===== src/hw/rtl/crlf_pkg.sv =====
package crlf_pkg;

    localparam int COORD_W     = 12;
    localparam int CALC_W      = 14;
    localparam int DIM_W       = 7;
    localparam int PIXEL_W     = 32;
    localparam int OP_W        = 3;
    localparam int CFG_IDX_W   = 2;
    localparam int IN_TDATA_W  = 56;
    localparam int OUT_TDATA_W = 40;

    localparam logic [OP_W-1:0] OP_LINE = 3'd0;
    localparam logic [OP_W-1:0] OP_RECT = 3'd1;
    localparam logic [OP_W-1:0] OP_FILL = 3'd2;
    localparam logic [OP_W-1:0] OP_SET  = 3'd3;
    localparam logic [OP_W-1:0] OP_GET  = 3'd4;

    localparam logic [CFG_IDX_W-1:0] CFG_CANVAS_WIDTH  = 2'd0;
    localparam logic [CFG_IDX_W-1:0] CFG_CANVAS_HEIGHT = 2'd1;
    localparam logic [CFG_IDX_W-1:0] CFG_DRAW_COLOR    = 2'd2;

    localparam logic [DIM_W-1:0]   RST_CANVAS_WIDTH  = 7'd64;
    localparam logic [DIM_W-1:0]   RST_CANVAS_HEIGHT = 7'd64;
    localparam logic [PIXEL_W-1:0] RST_DRAW_COLOR    = 32'd0;

    localparam logic [1:0] SEG_FIRST = 2'd0;
    localparam logic [1:0] SEG_LAST  = 2'd3;

    typedef enum logic [2:0] {
        ST_CLEAR,
        ST_IDLE,
        ST_SETUP,
        ST_DRAW,
        ST_READ,
        ST_RESP
    } state_t;

    typedef struct packed {
        logic       in_ready;
        logic       load;
        logic       clear_we;
        logic       setup;
        logic       draw_step;
        logic       read_issue;
        logic       result_load;
        logic [1:0] seg;
    } ctrl_cmd_t;

    typedef struct packed {
        logic            clear_last;
        logic            seg_empty;
        logic            last_pixel;
        logic [OP_W-1:0] op;
    } dp_sts_t;

endpackage


===== src/hw/rtl/crlf_ctrl.sv =====
module crlf_ctrl (
    input  logic               clk,
    input  logic               rst_n,
    input  logic               in_valid,
    input  logic               out_free,
    input  crlf_pkg::dp_sts_t  sts,
    output crlf_pkg::ctrl_cmd_t cmd
);
    import crlf_pkg::*;

    state_t     state_reg, state_next;
    logic [1:0] seg_reg, seg_next;

    always_ff @(posedge clk or negedge rst_n)
    begin
        if (!rst_n)
        begin
            state_reg <= ST_CLEAR;
            seg_reg   <= SEG_FIRST;
        end
        else
        begin
            state_reg <= state_next;
            seg_reg   <= seg_next;
        end
    end

    always_comb
    begin
        state_next = state_reg;
        seg_next   = seg_reg;
        cmd        = '0;
        cmd.seg    = seg_reg;
        unique case (state_reg)
            ST_CLEAR:
            begin
                cmd.clear_we = 1'b1;
                if (sts.clear_last)
                begin
                    state_next = ST_IDLE;
                end
            end
            ST_IDLE:
            begin
                cmd.in_ready = 1'b1;
                if (in_valid)
                begin
                    cmd.load   = 1'b1;
                    seg_next   = SEG_FIRST;
                    state_next = ST_SETUP;
                end
            end
            ST_SETUP:
            begin
                cmd.setup = 1'b1;
                priority if (sts.op > OP_GET)
                begin
                    state_next = ST_RESP;
                end
                else if (sts.op == OP_GET)
                begin
                    state_next = ST_READ;
                end
                else
                begin
                    state_next = ST_DRAW;
                end
            end
            ST_DRAW:
            begin
                cmd.draw_step = !sts.seg_empty;
                if (sts.seg_empty || sts.last_pixel)
                begin
                    // outline: advance to the next edge
                    if (sts.op == OP_RECT && seg_reg != SEG_LAST)
                    begin
                        seg_next   = seg_reg + 2'd1;
                        state_next = ST_SETUP;
                    end
                    else
                    begin
                        state_next = ST_RESP;
                    end
                end
            end
            ST_READ:
            begin
                cmd.read_issue = 1'b1;
                state_next     = ST_RESP;
            end
            ST_RESP:
            begin
                if (out_free)
                begin
                    cmd.result_load = 1'b1;
                    state_next      = ST_IDLE;
                end
            end
            default:
            begin
                state_next = ST_IDLE;
            end
        endcase
    end

    a_clear_completes: assert property (@(posedge clk) disable iff (!rst_n)
        ($past(state_reg) == ST_CLEAR && state_reg != ST_CLEAR) |-> $past(sts.clear_last))
        else $error("clearing pass left before its last entry");

    a_multi_seg_outline_only: assert property (@(posedge clk) disable iff (!rst_n)
        (seg_reg != SEG_FIRST) |-> (sts.op == OP_RECT))
        else $error("segment index advanced for a non-outline command");

    a_no_accept_busy: assert property (@(posedge clk) disable iff (!rst_n)
        cmd.load |=> (state_reg == ST_SETUP))
        else $error("accepted command did not enter setup");

endmodule


===== config.mk =====
export PLATFORM = sky130hd
export DESIGN_NAME = crlf_ctrl
export DESIGN_NICKNAME = d
export VERILOG_FILES = /design/src/hw/rtl/crlf_pkg.sv /design/src/hw/rtl/crlf_ctrl.sv
export SDC_FILE = /design/constraint.sdc
export NUM_CORES = 1
export LEC_CHECK = 0
export BUFFER_PORTS_ARGS = -buffer_cell sky130_fd_sc_hd__buf_2
export CAP_MARGIN = 20
export CORE_AREA = 2 2 39 41
export DETAILED_ROUTE_END_ITERATION = 8
export DIE_AREA = 0 0 41 43
export SKIP_CTS_REPAIR_TIMING = 1
export SLEW_MARGIN = 20
export SYNTH_ARGS = -nofsm -noshare
export SYNTH_HDL_FRONTEND = slang
export SYNTH_SLANG_ARGS = --single-unit

===== constraint.sdc =====
create_clock -name clk -period 2.35 [get_ports clk]
set_input_delay 0.3525 -clock clk [delete_from_list [all_inputs] [get_ports clk]]
set_output_delay 0.3525 -clock clk [all_outputs]
set_load 0.005 [all_outputs]

==> results of run 1 <==
[worst paths after layout]
check	cells past startpoint	slack, ns	endpoint	from
setup / recovery	4	0.49	state_reg[0]	seg_reg[0]
min in group asynchronous	2	0.45	seg_reg[1]	rst_n
hold / removal	2	0.31	state_reg[2]	out_free
hold reg to reg	2	0.57	seg_reg[1]	seg_reg[1]
setup reg to reg	4	0.49	state_reg[0]	seg_reg[0]
max in group asynchronous	2	1.76	state_reg[1]	rst_n
[worst max-delay path, cell delays in order (launching register included)]
cell,delay (ns)
dfrtp_1,0.41
ha_1,0.24
or4b_1,0.47
a211o_1,0.30
a221o_1,0.33
[logic make-up (layout without fill, tap and decap cells)]
logic type      Yosys count  after routing  synth area share [%]
flops                     5              5                  28.7
simple gates             29             29                  39.4
compound gates           12             12                  23.6
fa+ha+maj                 1              1                  2.87
buf+inv                   6             26                  5.46
[cells in the final DEF (no fill, tap or decap)]
| cell | count |
|---|---|
| o31ai_1 | 3 |
| nand3_1 | 1 |
| clkbuf_4 | 3 |
| inv_1 | 3 |
| a211o_1 | 1 |
| or3_2 | 1 |
| and2_1 | 1 |
| nor4b_1 | 1 |
| o221a_2 | 1 |
| or4b_1 | 1 |
| nor2_1 | 7 |
| or3_1 | 3 |
| a221o_1 | 1 |
| ha_1 | 1 |
| or2_2 | 1 |
| nand3b_1 | 4 |
| buf_2 | 18 |
| o221ai_1 | 2 |
| o32ai_1 | 1 |
| dlygate4sd3_1 | 1 |
| clkbuf_1 | 1 |
| or3b_2 | 1 |
| nor3b_1 | 3 |
| dfrtp_1 | 5 |
| nand2b_1 | 1 |
| nand2_1 | 4 |
| o2111ai_1 | 1 |
| o21ba_2 | 1 |
| a21oi_1 | 1 |
[final cells by class]
class,instances,share of cell area [%]
timing repair buffer,19,17.6
clock buffer,4,4.62
sequential,5,22.0
inverter,3,1.98
multi-input combinational,42,50.3
tap,16,3.52
[per-stage QoR]
stage	util, %	std cells	total power [W]	worst slack (ns)	cell area (sq um)
after global routing	41.1	89	0.000636	0.417	569
final	41.1	89	0.000576	0.486	569
after detailed placement	38.5	84	0.000475	0.481	533
after global placement	38.5	84	0.000476	0.497	533
after CTS	40.4	88	0.000580	0.477	559
after floorplan	-	53	0.000386	0.532	435
[report_power, final]
group | switching (W) | leakage [nW] | internal (W)
Clock | 0.0000380 | 0.0150 | 0.0000644
Sequential | 0.0000807 | 0.0635 | 0.000118
Combinational | 0.000121 | 0.194 | 0.000155
[synthesized netlist by cell type, drive strengths merged]
master	n
o221a	1
nand3	1
o2111ai	1
o32ai	1
dfrtp	5
a21oi	1
inv	3
o31ai	3
or2	1
or4b	1
nor2	7
o21ba	1
nand3b	4
a221o	1
clkbuf	2
a211o	1
ha	1
nand2	4
buf	1
and2	1
nor4b	1
nor3b	3
nand2b	1
or3b	1
o221ai	2
or3	4
[layer usage]
layer	track usage, %	routed length, um	vias up
met3	4.71	71	2
met4	6.00	11	0
li1	-	-	240
met5	0	0	-
met1	16.3	504	213
met2	18.1	487	18
==> metrics.txt, run 1 <==
total of max-cap violations=0; Max Freq=0.536 GHz; CP arrival=1.99 ns; total number of vias=473; post-synth top area cell=dfrtp_1; post-synthesis cell area=435 sq um; Crit Path Max Fanout=5; Slew headroom=50.5%; Die X=41 um; Area Growth Syn to Fin=30.7%; Max Slew Vio Count=0; Fin Hold WS=0.314 ns; remaining antenna violation count=0; Tcrit/Tclk final=79.3%; Clock Latency Late Sink=0.25 ns; CTS Root Cell=clkbuf_4; drt total wl=1.07 mm; DR DRC count=0; Largest register FFs=3; share of cells above drive strength 1=35.6%; htree depth=1; CTS tree=built; CTS Buf Count=3; clock period minus final worst setup slack=1.86 ns; Worst Tran Pin Value=0.733 ns; Vias/cell=5.31; Max clock buf depth=2; CTS sink cnt=5; DRT Pass-1 Iters=2; CP endpoint kind=register; Setup Skew=0.00398 ns; WS Path Type=register to register; Syn Nets=64; synthesized instance count=53; syn avg cell area=8.22 sq um; Ys Warns=0; routability cong.=0.701; antenna cell count=0; PD cells=1010 mW/mm^2; HPWL after DPL=780 um; Core Region=0.00138 sq mm; routed length per placed instance=12.1 um; I/O pins=19; multi-input logic area=287 sq um; register area=125 sq um; FILL cells=157; vias in the first global route=358; unrepaired setup endpoints after global routing=no; Final setup viols=0; Critical Path RT=2.48 ns; Iteration-0 DRC Markers=2; largest net degree at the start of global routing=18; die height=43 um; Hold WC Path Type=input pin to register; crit start category=register; NumNets Final=85; first-pass GRT wire length=1.50 mm; total global-route track usage=12.7%; row count=14; sequential area share after synthesis=28.7%; setup TNS after final layout=0 ns; #FFs+latches synth=5; Yosys cell types=27; Die Footprint=0.00176 sq mm; Synth area leaders=dfrtp_1 (29%), nand3b_1 (6.9%), nor2_1 (6.0%); Pleak=0.272 nW; initial core utilization=31.5%; initial antenna violation count=0; Clock transition at path regs=0.05 ns; Yosys top cell area share=28.7%; Peak VDD IR=0.376 mV; Congestion Overflow GR=0; port bufs=18; status=finished clean; Final Hold Vio Count=0
Note: power is estimated with default switching activity, not from simulation.
==> run 2: changes to the inputs <==
--- a/config.mk
+++ b/config.mk
@@ -5,6 +5,7 @@
 export SDC_FILE = /design/constraint.sdc
 export NUM_CORES = 1
 export LEC_CHECK = 0
+export ABC_AREA = 1
 export BUFFER_PORTS_ARGS = -buffer_cell sky130_fd_sc_hd__buf_2
 export CAP_MARGIN = 20
 export CORE_AREA = 2 2 39 41
==> constraint.sdc (replaced) <==
create_clock -name clk -period 1.5 [get_ports clk]
set_input_delay 0.225 -clock clk [delete_from_list [all_inputs] [get_ports clk]]
set_output_delay 0.225 -clock clk [all_outputs]
set_load 0.005 [all_outputs]
==> run 2 against run 1 <==
Wire length down 13%. Global-route usage up 0.81 points. Register-to-register slack worse by 0.27 ns. Die area unchanged. Sequential power up 36%. Worst hold slack worse by 0.011 ns. Via count up 1.3%. Critical endpoint is now cmd[7]. Sequential share of layout area up 0.22 points. Clock-buffer cell count unchanged. First-iteration DRC count unchanged. Cell count up 19%. Largest power group unchanged.
==> metrics.txt, run 2 <==
status=finished clean; CTS tree=built; CP arrival=1.16 ns (-0.83 ns); Ys Warns=0 (unchanged); initial core utilization=31.0% (-0.45 points); port bufs=18 (unchanged); routed length per placed instance=8.84 um (-27%); Yosys top cell area share=29.2% (+0.42 points); Final Hold Vio Count=0 (unchanged); Setup Skew=0.00344 ns (-0.000544 ns); HPWL after DPL=778 um (-0.24%); Peak VDD IR=0.834 mV (+120%); share of cells above drive strength 1=37.8% (+2.2 points); Critical Path Sink=cmd[7]; Post-Place Cells=101 (+20%); antenna cell count=0 (unchanged); CP endpoint kind=primary output; syn avg cell area=6.31 sq um (-23%); FF-to-FF path depth=9 (+5); total net switching power=0.000437 W (+82%); clock period minus final worst setup slack=1.39 ns; most instantiated cells after synthesis=nand2_1 (19), nor2_1 (11), inv_1 (8), dfrtp_1 (5); FILL cells=157 (unchanged); synthesized instance count=68 (+28%); Max clock buf depth=2 (unchanged); vias in the first global route=426 (+19%); Max Freq=0.721 GHz; dominant cell by count in the synthesized netlist=nand2_1; CTS Buf Count=3 (unchanged); Switching Share=46.3% (+4.7 points); remaining antenna violation count=0 (unchanged); DR DRC count=0 (unchanged); Largest register FFs=3 (unchanged); Synth area leaders=dfrtp_1 (29%), nand2_1 (17%), nor2_1 (9.6%); Clock Latency Late Sink=0.24 ns (about the same); Area Growth Syn to Fin=32.7%; Worst Tran Pin Value=0.240 ns (-0.493 ns); Max Slew Vio Count=0 (unchanged); CTS Root Cell=clkbuf_4; routability cong.=0.759 (+8.3%); sequential area share after synthesis=29.2% (+0.42 points); Yosys cell types=17 (-37%); setup TNS after final layout=0 ns (unchanged); unrepaired setup endpoints after global routing=no; commonest non-fill, non-tap cell in the layout=nand2_1; Core Region=0.00138 sq mm (unchanged); Tcrit/Tclk final=92.5%; Setup crit start=state_reg[2]; I/O pins=19 (unchanged); #FFs+latches synth=5 (unchanged); Iteration-0 DRC Markers=2 (unchanged); die height=43 um (unchanged); ys async rst share=100% (unchanged); Clock transition at path regs=0.04 ns (about the same); Pleak=0.344 nW (+27%); Die X=41 um (unchanged); total of max-cap violations=0 (unchanged); final cell count without fillers=106 (+19%); DRT Pass-1 Iters=2 (unchanged); post-synthesis cell area=429 sq um (-1.4%); Post-Place Setup Slack=0.212 ns (-0.269 ns); fin worst setup slack=0.113 ns (-0.373 ns); Slew headroom=83.9% (+33 points); initial antenna violation count=0 (unchanged); CTS sink cnt=5 (unchanged); Pint=0.000508 W (+51%); Fin Hold WS=0.303 ns (-0.0107 ns); EDFF count, synth=0 (unchanged); htree depth=1 (unchanged); most frequent cells in the layout=nand2_1 (19), buf_2 (18), nor2_1 (11); post-synth top area cell=dfrtp_1; PD cells=1660 mW/mm^2 (+64%); Tot Pwr=0.000945 W (+64%); Congestion Overflow GR=0 (unchanged); Syn Nets=79 (+23%); drt total wl=937 um (-13%); WS Path Type=register to primary output; proportion of power drawn by combinational gates=55.2% (+7.4 points); total global-route track usage=13.5% (+0.81 points); Final setup viols=0 (unchanged); largest net degree at the start of global routing=10 (-8); end of the worst register-to-register path=state_reg[0]; Hold WC Path Type=input pin to register; crit start category=register; Die Footprint=0.00176 sq mm (unchanged); primary flip-flop cell chosen by synthesis mapping=dfrtp_1; total number of vias=479 (+1.3%); row count=14 (unchanged); setup slack, reg-to-reg=0.22 ns (-0.27 ns); Sequential Power Share=28.5% (-5.9 points); Crit Path Max Fanout=7 (+2); Critical R2R Launch=seg_reg[0]; clock share of power=16.3% (-1.5 points); NumNets Final=102 (+20%); Vias/cell=4.52 (-15%); first-pass GRT wire length=1.57 mm (+4.1%); Critical Path RT=1.27 ns (-1.21 ns)
==> run 2: cell count changes in the layout (fill, tap and decap cells not counted), moves of 4 or more <==
cell / previous run / this run
nor2_1: 7 / 11
inv_1: 3 / 8
nand3b_1: 4 / 0
nand2_1: 4 / 19
==> run 2: worst max-delay path, cell delays in order (launching register included) <==
cell and delay (ns):
dfrtp_1 0.44, inv_2 0.11, nand3_2 0.14, nor2_1 0.11
buf_2 0.12
==> run 2: metrics by stage <==
step	util, %	cell area [sq um]
2_1_floorplan	-	429
3_3_place_gp	38.4	532
3_5_place_dp	38.4	532
4_1_cts	40.3	558
5_1_grt	41.1	569
6_report	41.1	569
==> run 2: worst min-delay path by stage <==
stage	from	to	depth (start not counted)
after floorplan	rst_n	seg_reg[0]	0
after global placement	rst_n	seg_reg[1]	1
after detailed placement	rst_n	seg_reg[1]	1
after CTS	rst_n	state_reg[1]	1
after global routing	rst_n	state_reg[1]	2
final	out_free	state_reg[2]	4
==> run 2: layout make-up <==
type,instances,area [sq um],area share [%]
timing repair buffer,19,100,17.6
clock buffer,4,26.3,4.62
multi-input combinational,51,255,44.8
sequential,5,126,22.2
inverter,11,41.3,7.25
tap,16,20.0,3.52
==> run 2: logic make-up (layout without fill, tap and decap cells) <==
family | count (synthesis) | count (layout) | synth area share, %
AOI/OAI and AO/OA | 6 | 6 | 8.16
adders and majority gates | 1 | 1 | 2.91
DFF | 5 | 5 | 29.2
and+or+nand+nor | 44 | 44 | 48.4
buffers and inverters | 12 | 34 | 11.4
==> run 2: metal layers <==
| metal | track usage [%] | vias to the layer above | part of all wire (%) |
|---|---|---|---|
| met2 | 20.3 | 15 | 47 |
| li1 | - | 259 | - |
| met1 | 15.6 | 205 | 44 |
| met5 | 0 | - | 0 |
| met4 | 2.00 | 0 | 0 |
| met3 | 9.42 | 0 | 8.8 |
==> run 2: power by group through the flow <==
stage                     registers [W]  logic [W]  clock network, W
after floorplan                0.000232   0.000417                 0
after global placement         0.000267   0.000520                 0
after detailed placement       0.000271   0.000524                 0
after CTS                      0.000268   0.000528          0.000160
after global routing           0.000285   0.000601          0.000174
final                          0.000269   0.000521          0.000154
